**src/design/ac_ir_frame_pulse_encoder_core_defines.svh**
```systemverilog
// Assertion helpers used by the encoder back end.
`ifndef AC_IR_FRAME_PULSE_ENCODER_CORE_DEFINES_SVH
`define AC_IR_FRAME_PULSE_ENCODER_CORE_DEFINES_SVH

// Same-cycle implication, checked out of reset.
`define ACFPE_ASSERT_NOW(label, clk, rst_n, cond, prop) \
    label: assert property (@(posedge clk) disable iff (!rst_n) (cond) |-> (prop)) \
        else $error("acfpe check failed");

// Next-cycle implication, checked out of reset.
`define ACFPE_ASSERT_NEXT(label, clk, rst_n, cond, prop) \
    label: assert property (@(posedge clk) disable iff (!rst_n) (cond) |=> (prop)) \
        else $error("acfpe check failed");

`endif

```
**src/design/acfpe_pkg.sv**
```systemverilog
package acfpe_pkg;

    typedef logic [47:0] frame_t;

    typedef struct packed {
        logic full;
        logic empty;
    } q_stat_t;

    localparam int QUEUE_DEPTH = 2;

    localparam logic [7:0]  TEMP_MIN       = 8'd17;
    localparam logic [7:0]  TEMP_MAX       = 8'd30;
    localparam logic [7:0]  SENSOR_BYTE    = 8'hFF;
    localparam logic [2:0]  CMD_TYPE       = 3'b001;
    localparam logic [4:0]  CMD_HEADER     = 5'b10100;

    localparam logic [15:0] HDR_TICKS      = 16'd56;
    localparam logic [15:0] BIT_TICKS      = 16'd7;
    localparam logic [15:0] ONE_TICKS      = 16'd21;
    localparam logic [15:0] GAP_TICKS      = 16'd70;

    localparam logic [7:0]  TICK_RESET     = 8'd80;
    localparam logic [15:0] MSG_GAP_RESET  = 16'd30000;

    localparam logic [1:0]  REG_TICK       = 2'd0;
    localparam logic [1:0]  REG_MSG_GAP    = 2'd1;

    localparam logic [5:0]  RESULTS_PER_PHASE = 6'd25;
    localparam logic [5:0]  LAST_RESULT       = 6'd49;
    localparam logic [4:0]  FOOTER_SLOT       = 5'd24;

    localparam logic [2:0]  MODE_AUTO      = 3'd0;
    localparam logic [2:0]  MODE_COOL      = 3'd1;
    localparam logic [2:0]  MODE_DRY       = 3'd2;
    localparam logic [2:0]  MODE_FAN       = 3'd3;
    localparam logic [2:0]  MODE_HEAT      = 3'd4;

    localparam logic [2:0]  CODE_COOL      = 3'd0;
    localparam logic [2:0]  CODE_DRY       = 3'd1;
    localparam logic [2:0]  CODE_AUTO      = 3'd2;
    localparam logic [2:0]  CODE_HEAT      = 3'd3;
    localparam logic [2:0]  CODE_FAN       = 3'd4;

    function automatic logic [7:0] bit_rev8(input logic [7:0] v);
        logic [7:0] r;
        for (int i = 0; i < 8; i++) begin
            r[i] = v[7 - i];
        end
        return r;
    endfunction

    function automatic logic [2:0] mode_code(input logic [2:0] m);
        logic [2:0] c;
        case (m)
            MODE_COOL: c = CODE_COOL;
            MODE_DRY:  c = CODE_DRY;
            MODE_FAN:  c = CODE_FAN;
            MODE_HEAT: c = CODE_HEAT;
            default:   c = CODE_AUTO;
        endcase
        return c;
    endfunction

    function automatic logic [1:0] fan_code(input logic [2:0] f);
        logic [1:0] c;
        if (f inside {[3'd0:3'd3]}) begin
            c = f[1:0];
        end else begin
            c = 2'd0;
        end
        return c;
    endfunction

endpackage

```
**src/design/acfpe_front.sv**
```systemverilog
module acfpe_front
(
    input  logic [7:0]       temp_celsius,
    input  logic [2:0]       mode,
    input  logic [2:0]       fan_speed,
    input  logic             power_on,
    input  logic             push,
    input  acfpe_pkg::q_stat_t q_stat,
    output logic             wr_en,
    output acfpe_pkg::frame_t wr_frame
);

    logic [7:0] temp_clamped;
    logic [7:0] byte3;
    logic [7:0] byte4;
    logic [7:0] byte5;
    logic [7:0] rev_sum;
    logic [7:0] neg_sum;
    logic [7:0] byte0;

    always_comb
    begin
        if (temp_celsius < acfpe_pkg::TEMP_MIN) begin
            temp_clamped = acfpe_pkg::TEMP_MIN;
        end else if (temp_celsius > acfpe_pkg::TEMP_MAX) begin
            temp_clamped = acfpe_pkg::TEMP_MAX;
        end else begin
            temp_clamped = temp_celsius;
        end

        byte3 = temp_clamped - acfpe_pkg::TEMP_MIN;
        byte4 = {power_on, 2'b00, acfpe_pkg::fan_code(fan_speed),
                 acfpe_pkg::mode_code(mode)};
        byte5 = {acfpe_pkg::CMD_HEADER, acfpe_pkg::CMD_TYPE};

        // The checksum works on bit-reversed bytes, then reverses the result back.
        rev_sum = acfpe_pkg::bit_rev8(acfpe_pkg::SENSOR_BYTE)
                + acfpe_pkg::bit_rev8(acfpe_pkg::SENSOR_BYTE)
                + acfpe_pkg::bit_rev8(byte3)
                + acfpe_pkg::bit_rev8(byte4)
                + acfpe_pkg::bit_rev8(byte5);
        neg_sum = 8'd0 - rev_sum;
        byte0   = acfpe_pkg::bit_rev8(neg_sum);

        // Transmit order: byte 5 first, each byte MSB first.
        wr_frame = {byte5, byte4, byte3, acfpe_pkg::SENSOR_BYTE,
                    acfpe_pkg::SENSOR_BYTE, byte0};
        wr_en    = push && !q_stat.full;
    end

endmodule

```
**src/design/acfpe_queue.sv**
```systemverilog
module acfpe_queue
#(
    parameter int DEPTH = acfpe_pkg::QUEUE_DEPTH
)
(
    input  logic               clk,
    input  logic               rst_n,
    input  logic               wr_en,
    input  acfpe_pkg::frame_t  wr_frame,
    input  logic               rd_en,
    output acfpe_pkg::frame_t  rd_frame,
    output acfpe_pkg::q_stat_t q_stat
);

    localparam int PW = (DEPTH > 1) ? $clog2(DEPTH) : 1;
    localparam int CW = $clog2(DEPTH + 1);
    localparam logic [PW-1:0] PTR_LAST = PW'(DEPTH - 1);
    localparam logic [CW-1:0] CNT_FULL = CW'(DEPTH);

    acfpe_pkg::frame_t mem [DEPTH];
    logic [PW-1:0] wr_ptr_reg, wr_ptr_next;
    logic [PW-1:0] rd_ptr_reg, rd_ptr_next;
    logic [CW-1:0] count_reg, count_next;
    logic          do_wr;
    logic          do_rd;

    always_comb
    begin
        do_wr = wr_en && (count_reg != CNT_FULL);
        do_rd = rd_en && (count_reg != '0);
        wr_ptr_next = wr_ptr_reg;
        rd_ptr_next = rd_ptr_reg;
        count_next  = count_reg;
        if (do_wr) begin
            wr_ptr_next = (wr_ptr_reg == PTR_LAST) ? '0 : wr_ptr_reg + 1'b1;
        end
        if (do_rd) begin
            rd_ptr_next = (rd_ptr_reg == PTR_LAST) ? '0 : rd_ptr_reg + 1'b1;
        end
        if (do_wr && !do_rd) begin
            count_next = count_reg + 1'b1;
        end else if (do_rd && !do_wr) begin
            count_next = count_reg - 1'b1;
        end
        q_stat.full  = (count_reg == CNT_FULL);
        q_stat.empty = (count_reg == '0);
        rd_frame     = mem[rd_ptr_reg];
    end

    always_ff @(posedge clk)
    begin
        if (do_wr) begin
            mem[wr_ptr_reg] <= wr_frame;
        end
    end

    always_ff @(posedge clk or negedge rst_n)
    begin
        if (!rst_n) begin
            wr_ptr_reg <= '0;
            rd_ptr_reg <= '0;
            count_reg  <= '0;
        end else begin
            wr_ptr_reg <= wr_ptr_next;
            rd_ptr_reg <= rd_ptr_next;
            count_reg  <= count_next;
        end
    end

endmodule

```
**src/design/acfpe_back.sv**
```systemverilog
`include "ac_ir_frame_pulse_encoder_core_defines.svh"

module acfpe_back
(
    input  logic               clk,
    input  logic               rst_n,
    input  logic               cfg_we,
    input  logic [1:0]         cfg_index,
    input  logic [15:0]        cfg_data,
    input  acfpe_pkg::q_stat_t q_stat,
    input  acfpe_pkg::frame_t  rd_frame,
    output logic               rd_en,
    input  logic               pop,
    output logic               empty,
    output logic [15:0]        mark_a_us,
    output logic [15:0]        space_a_us,
    output logic [15:0]        mark_b_us,
    output logic [15:0]        space_b_us,
    output logic               inverted_phase,
    output logic               last_pair
);

    logic [7:0]        tick_reg;
    logic [15:0]       gap_reg;
    logic              busy_reg, busy_next;
    logic [5:0]        idx_reg, idx_next;
    acfpe_pkg::frame_t frame_reg;
    logic              out_valid_reg, out_valid_next;
    logic [15:0]       mark_a_reg, space_a_reg, mark_b_reg, space_b_reg;
    logic              inv_reg, last_reg;

    logic              out_load;
    logic              phase;
    logic [5:0]        k_full;
    logic [4:0]        k;
    logic [63:0]       pat;
    logic [5:0]        ia;
    logic [5:0]        ib;
    logic              bit_a;
    logic              bit_b;
    logic [15:0]       t16;
    logic [15:0]       t_hdr, t_bit, t_one, t_gap;

    always_comb
    begin
        t16   = {8'd0, tick_reg};
        t_hdr = t16 * acfpe_pkg::HDR_TICKS;
        t_bit = t16 * acfpe_pkg::BIT_TICKS;
        t_one = t16 * acfpe_pkg::ONE_TICKS;
        t_gap = t16 * acfpe_pkg::GAP_TICKS;

        phase  = (idx_reg >= acfpe_pkg::RESULTS_PER_PHASE);
        k_full = phase ? (idx_reg - acfpe_pkg::RESULTS_PER_PHASE) : idx_reg;
        k      = k_full[4:0];

        // Zero padding keeps every index in range; the header and footer
        // slots never use the padded bits.
        pat   = {16'd0, (phase ? ~frame_reg : frame_reg)};
        ia    = 6'd48 - {k, 1'b0};
        ib    = 6'd47 - {k, 1'b0};
        bit_a = pat[ia];
        bit_b = pat[ib];

        out_load = busy_reg && (!out_valid_reg || pop);
        rd_en    = !busy_reg && !q_stat.empty;

        busy_next      = busy_reg;
        idx_next       = idx_reg;
        out_valid_next = out_valid_reg;
        if (pop && out_valid_reg) begin
            out_valid_next = 1'b0;
        end
        if (out_load) begin
            out_valid_next = 1'b1;
            if (idx_reg == acfpe_pkg::LAST_RESULT) begin
                busy_next = 1'b0;
            end else begin
                idx_next = idx_reg + 1'b1;
            end
        end
        if (rd_en) begin
            busy_next = 1'b1;
            idx_next  = '0;
        end

        empty          = !out_valid_reg;
        mark_a_us      = mark_a_reg;
        space_a_us     = space_a_reg;
        mark_b_us      = mark_b_reg;
        space_b_us     = space_b_reg;
        inverted_phase = inv_reg;
        last_pair      = last_reg;
    end

    always_ff @(posedge clk)
    begin
        if (rd_en) begin
            frame_reg <= rd_frame;
        end
        if (out_load) begin
            mark_a_reg  <= (k == '0) ? t_hdr : t_bit;
            space_a_reg <= (k == '0) ? t_hdr : (bit_a ? t_one : t_bit);
            mark_b_reg  <= t_bit;
            if (k == acfpe_pkg::FOOTER_SLOT) begin
                space_b_reg <= phase ? gap_reg : t_gap;
            end else begin
                space_b_reg <= bit_b ? t_one : t_bit;
            end
            inv_reg  <= phase;
            last_reg <= (idx_reg == acfpe_pkg::LAST_RESULT);
        end
    end

    always_ff @(posedge clk or negedge rst_n)
    begin
        if (!rst_n) begin
            tick_reg      <= acfpe_pkg::TICK_RESET;
            gap_reg       <= acfpe_pkg::MSG_GAP_RESET;
            busy_reg      <= 1'b0;
            idx_reg       <= '0;
            out_valid_reg <= 1'b0;
        end else begin
            if (cfg_we && (cfg_index == acfpe_pkg::REG_TICK)) begin
                tick_reg <= cfg_data[7:0];
            end
            if (cfg_we && (cfg_index == acfpe_pkg::REG_MSG_GAP)) begin
                gap_reg <= cfg_data;
            end
            busy_reg      <= busy_next;
            idx_reg       <= idx_next;
            out_valid_reg <= out_valid_next;
        end
    end

    // The final word of a command always belongs to the inverted phase.
    `ACFPE_ASSERT_NOW(a_last_inv, clk, rst_n, out_valid_reg && last_reg, inv_reg)
    // A new frame is taken only when the sequencer is free.
    `ACFPE_ASSERT_NOW(a_take_idle, clk, rst_n, rd_en, !busy_reg)
    `ACFPE_ASSERT_NOW(a_idx_range, clk, rst_n, busy_reg, idx_reg <= acfpe_pkg::LAST_RESULT)
    // Emitting the final word releases the sequencer.
    `ACFPE_ASSERT_NEXT(a_last_done, clk, rst_n,
        out_load && (idx_reg == acfpe_pkg::LAST_RESULT), !busy_reg)

endmodule

```
**src/design/ac_ir_frame_pulse_encoder_core.sv**
```systemverilog
// Channel    Handshake            Payload
// command    push / full          temp_celsius, mode, fan_speed, power_on
// result     pop / empty          mark_a_us, space_a_us, mark_b_us, space_b_us,
//                                 inverted_phase, last_pair
// config     cfg_we               cfg_index, cfg_data
//
// Each command yields 50 result words, one per cycle while pop is held; the
// sequencer in the back end sets this and loads a frame from the queue only while
// it is idle, so it takes a new command only after the last word of the one before;
// a frame passes the frame queue and the frame register before its first word shows.
// Reset clears the frame queue, the sequencer and the output word; the registers
// return to tick 80 us and gap 30000 us. No clearing pass is needed.
// full rises only when the frame queue is full; a stalled pop holds the word.
module ac_ir_frame_pulse_encoder_core
#(
    parameter int QDEPTH = acfpe_pkg::QUEUE_DEPTH
)
(
    input  logic        clk,
    input  logic        rst_n,
    input  logic        push,
    output logic        full,
    input  logic [7:0]  temp_celsius,
    input  logic [2:0]  mode,
    input  logic [2:0]  fan_speed,
    input  logic        power_on,
    input  logic        pop,
    output logic        empty,
    output logic [15:0] mark_a_us,
    output logic [15:0] space_a_us,
    output logic [15:0] mark_b_us,
    output logic [15:0] space_b_us,
    output logic        inverted_phase,
    output logic        last_pair,
    input  logic        cfg_we,
    input  logic [1:0]  cfg_index,
    input  logic [15:0] cfg_data
);

    acfpe_pkg::q_stat_t q_stat;
    acfpe_pkg::frame_t  wr_frame;
    acfpe_pkg::frame_t  rd_frame;
    logic               wr_en;
    logic               rd_en;

    acfpe_front u_front
    (
        .temp_celsius (temp_celsius),
        .mode         (mode),
        .fan_speed    (fan_speed),
        .power_on     (power_on),
        .push         (push),
        .q_stat       (q_stat),
        .wr_en        (wr_en),
        .wr_frame     (wr_frame)
    );

    acfpe_queue #(.DEPTH(QDEPTH)) u_queue
    (
        .clk      (clk),
        .rst_n    (rst_n),
        .wr_en    (wr_en),
        .wr_frame (wr_frame),
        .rd_en    (rd_en),
        .rd_frame (rd_frame),
        .q_stat   (q_stat)
    );

    acfpe_back u_back
    (
        .clk            (clk),
        .rst_n          (rst_n),
        .cfg_we         (cfg_we),
        .cfg_index      (cfg_index),
        .cfg_data       (cfg_data),
        .q_stat         (q_stat),
        .rd_frame       (rd_frame),
        .rd_en          (rd_en),
        .pop            (pop),
        .empty          (empty),
        .mark_a_us      (mark_a_us),
        .space_a_us     (space_a_us),
        .mark_b_us      (mark_b_us),
        .space_b_us     (space_b_us),
        .inverted_phase (inverted_phase),
        .last_pair      (last_pair)
    );

    assign full = q_stat.full;

endmodule

```
**config.mk**
```make
export PLATFORM = sky130hd
export DESIGN_NAME = ac_ir_frame_pulse_encoder_core
export DESIGN_NICKNAME = d
export VERILOG_FILES = /design/src/design/acfpe_pkg.sv /design/src/design/acfpe_front.sv /design/src/design/acfpe_queue.sv /design/src/design/acfpe_back.sv /design/src/design/ac_ir_frame_pulse_encoder_core.sv
export VERILOG_INCLUDE_DIRS = /design/src /design/src/design
export SDC_FILE = /design/constraint.sdc
export NUM_CORES = 1
export LEC_CHECK = 0
export ABC_AREA = 0
export BUFFER_PORTS_ARGS = -buffer_cell sky130_fd_sc_hd__buf_2
export CAP_MARGIN = 20
export CORE_ASPECT_RATIO = 0.8
export CORE_UTILIZATION = 46
export CTS_CLUSTER_SIZE = 14
export DETAILED_ROUTE_END_ITERATION = 16
export GPL_ROUTABILITY_DRIVEN = 0
export HOLD_SLACK_MARGIN = 0.06
export PLACE_DENSITY_LB_ADDON = 0.08
export SLEW_MARGIN = 20
export SYNTH_ARGS = -nofsm -noshare
export SYNTH_HDL_FRONTEND = slang
export SYNTH_SLANG_ARGS = --single-unit
```
**constraint.sdc**
```tcl
create_clock -name clk -period 5.9 [get_ports clk]
set_input_delay 1.18 -clock clk [delete_from_list [all_inputs] [get_ports clk]]
set_output_delay 1.18 -clock clk [all_outputs]
set_load 0.1 [all_outputs]
```
==> impl_metrics.py <==
metrics = {
    "synth": {
        "synth_top_area_share": 0.391,
        "synth_flop_cell": "edfxtp_1",
        "ys_types": 76,
        "yosys.area.top_type": "edfxtp_1",
        "synth_seq_cells": 157,
        "seq_area_frac_synth": 0.490,
        "syn_area_per_cell_sq_um": 11.5,
        "synth_edf_count": 121,
        "netlist_instances": 804,
        "synth_area_sq_um": 9290,
        "synth_area_leaders": "edfxtp_1 39%, ha_1 10%, dfrtp_1 7.3%",
        "synth_warnings": 0,
        "synth_async_sr_flop_share": 0.229,
    },
    "sta": {
        "fmax_mhz": 194,
        "slew_viol_final": 0,
        "fin_crit_sh": 0.872,
        "rsz0062_at_grt": "false",
        "setup_violations": 0,
        "relSlewSlack": 0.312,
        "finalCriticalPeriod_ns": 5.15,
        "worstMarginPinSlew_ns": 1.03,
        "finClkSkew_ns": 0.00878,
        "fin_setup_tns_ns": 0,
        "hold_violations": 0,
        "whs_ns": 0.495,
    },
    "setup_path": {
        "start_kind": "flip-flop",
        "reg2reg_depth": 14,
        "crit_path_top_delay_cell": "dfrtp_1",
        "critPathArrivalTime_ns": 5.33,
        "r2r_end": "u_back.space_a_us[4]",
        "cp_common_cell": "ha_1",
        "required_ns": 6.08,
        "r2r_start": "u_back.idx_reg[0]",
        "reg2reg_setup_slack_ns": 0.75,
        "worstPathCellList": "inv_2 -> ha_1 -> or4b_4 -> nand3_1 -> a21boi_1 -> inv_1 -> ha_1 -> mux2_2 -> nor3_1 -> o41ai_1 -> or3_1 -> a31oi_2 -> o21ai_0 -> o22a_1",
        "max_stage_delay_ns": 0.70,
        "path_class": "flip-flop to flip-flop",
        "cp_max_fo": 26,
        "critPathCaptureType": "flip-flop",
    },
    "place": {
        "port_buffers": 96,
        "hpwl_mm": 15.6,
        "dpl.cell_count": 1144,
    },
    "clock_network": {
        "cts_setup_buffers": 0,
        "cts_tree": "built",
        "clk_latency_ns": 0.43,
        "htree_levels": 4,
        "clock_sinks": 157,
        "ctsResizeCount": 0,
        "ctsLongestPathBuffers": 2,
        "cts_inserted_buffers": 17,
        "root_buffer": "clkbuf_16",
        "hold_buffers": 0,
        "clk_pin_slew_ns": 0.06,
    },
    "die": {
        "dieArea_sq_um": 20800,
        "die_x_microns": 161,
        "core_sq_um": 19800,
        "initial_core_util": 0.469,
        "io_pins": 106,
        "die_h_microns": 129,
        "std_cell_rows": 46,
    },
    "hold_path": {
        "min-delay-start": "u_queue.count_reg[1]",
        "hold_depth": 1,
        "worstHoldEndpoint": "u_queue.count_reg[1]",
        "hp-class": "flip-flop to flip-flop",
    },
    "grt": {
        "grt_busiest_layer": "met1",
        "use_met2": 0.314,
        "antenna_found_initial": 1,
        "grt_use_met1": 0.326,
        "grt_max_degree": 41,
        "track_usage": 0.219,
        "overflow": 0,
        "grt_pass1_vias": 6355,
        "gr-usage-met3": 0.0547,
        "grt_pass1_wl_mm": 34.6,
    },
    "layout": {
        "diodes": 0,
        "register_area_sq_um": 4550,
        "fillerInstances": 1737,
        "syn2layout_area_growth_pct": 14.1,
        "layout.nets": 1027,
        "largest_register_ff_count": 44,
        "final_cells": 1177,
        "multiInputGateArea_sq_um": 4320,
        "fin_util": 0.535,
        "layout-drive-gt1-share": 0.229,
    },
    "routing": {
        "drtAntennaViolNets": 0,
        "wire_per_inst_microns": 18.4,
        "firstDrtPassIters": 8,
        "dr_total_vias": 6548,
        "wirelength_mm": 21.7,
        "drc_errors": 0,
        "first_iter_violations": 458,
        "avgViaCountPerCell": 5.56,
    },
    "job": {
        "cap_violations": 0,
    },
    "status": {
        "status": "complete, no violations",
    },
}
[worst max-delay path: cells and delay by family (launching register included)]
| family | cells | cell delay, ns |
|---|---|---|
| flops | 1 | 0.70 |
| fa+ha+maj | 2 | 0.80 |
| buf+inv | 2 | 0.45 |
| mux | 1 | 0.39 |
| simple gates | 4 | 1.27 |
| compound gates | 5 | 1.29 |
[cell families after synthesis]
kind of cell / after synthesis / synth area share
XOR/XNOR: 40 / 0.0377
buffers and inverters: 109 / 0.0516
AO/OA/AOI/OAI: 166 / 0.128
AND/OR/NAND/NOR: 191 / 0.0999
flip-flops: 157 / 0.490
multiplexers: 51 / 0.0610
adder cells (fa/ha/maj): 89 / 0.132
other: 1 / 0.000404
[cell usage after synthesis, types with 6 or more instances]
master	instances
o21bai_1	7
nand2_1	60
xnor2_1	23
dfrtp_1	27
clkbuf_1	19
ha_1	74
o21ai_0	27
mux2_2	45
mux2i_1	6
o211ai_1	6
fa_1	15
nor2_1	45
a21oi_1	39
dfstp_2	9
o31ai_1	10
edfxtp_1	121
a221oi_1	8
a21o_1	7
xor2_1	17
and3_1	11
and2_1	7
buf_4	11
nand3_1	23
nor3_1	8
a211oi_1	9
inv_1	66
[final cells by class]
| type | instances | share of cell area |
|---|---|---|
| Sequential cell | 157 | 0.429 |
| Multi-Input combinational cell | 552 | 0.407 |
| Timing Repair Buffer | 103 | 0.0522 |
| Clock buffer | 22 | 0.0483 |
| Tap cell | 264 | 0.0312 |
| Inverter | 69 | 0.0244 |
| Clock inverter | 10 | 0.00779 |
[how the worst max path moves through the flow]
stage	startpoint	end	slack, ns	depth (start not counted)
floorplan	u_back.idx_reg[1]	u_back.space_a_us[4]	1.18	17
global placement	u_back.idx_reg[0]	u_back.space_a_us[4]	1.04	14
detailed placement	u_back.idx_reg[0]	u_back.space_a_us[4]	0.89	14
CTS	u_back.idx_reg[0]	u_back.space_a_us[4]	0.85	14
global route	u_back.idx_reg[0]	u_back.space_a_us[7]	0.48	14
finish	u_back.idx_reg[0]	u_back.space_a_us[4]	0.75	14
[per-stage QoR]
step	setup WS [ns]	instance area, sq um
floorplan	1.18	9340
global placement	1.04	9970
detailed placement	0.894	9970
CTS	0.854	10600
global route	0.479	10600
finish	0.754	10600
[metal layers]
metal | share of wire | routed length (microns)
met2 | 0.42 | 9030
met3 | 0.083 | 1800
met1 | 0.48 | 10500
met5 | 0.00060 | 13
met4 | 0.015 | 320
[placed cells by master (no fill, tap or decap), types with 7 or more instances in the layout]
cell	instances
edfxtp_1	121
buf_2	96
ha_1	74
inv_1	66
nand2_1	60
nor2_1	45
mux2_2	45
a21oi_1	39
o21ai_0	27
dfrtp_1	27
xnor2_1	23
nand3_1	23
clkbuf_16	20
xor2_1	17
fa_1	15
conb_1	15
and3_1	10
o31ai_1	10
a211oi_1	9
dfstp_2	9
nor3_1	8
a221oi_1	8
a21o_1	7
o21bai_1	7
Power is not shown: default switching activity piles up to over one toggle a cycle in this logic, so the estimate is an artifact.
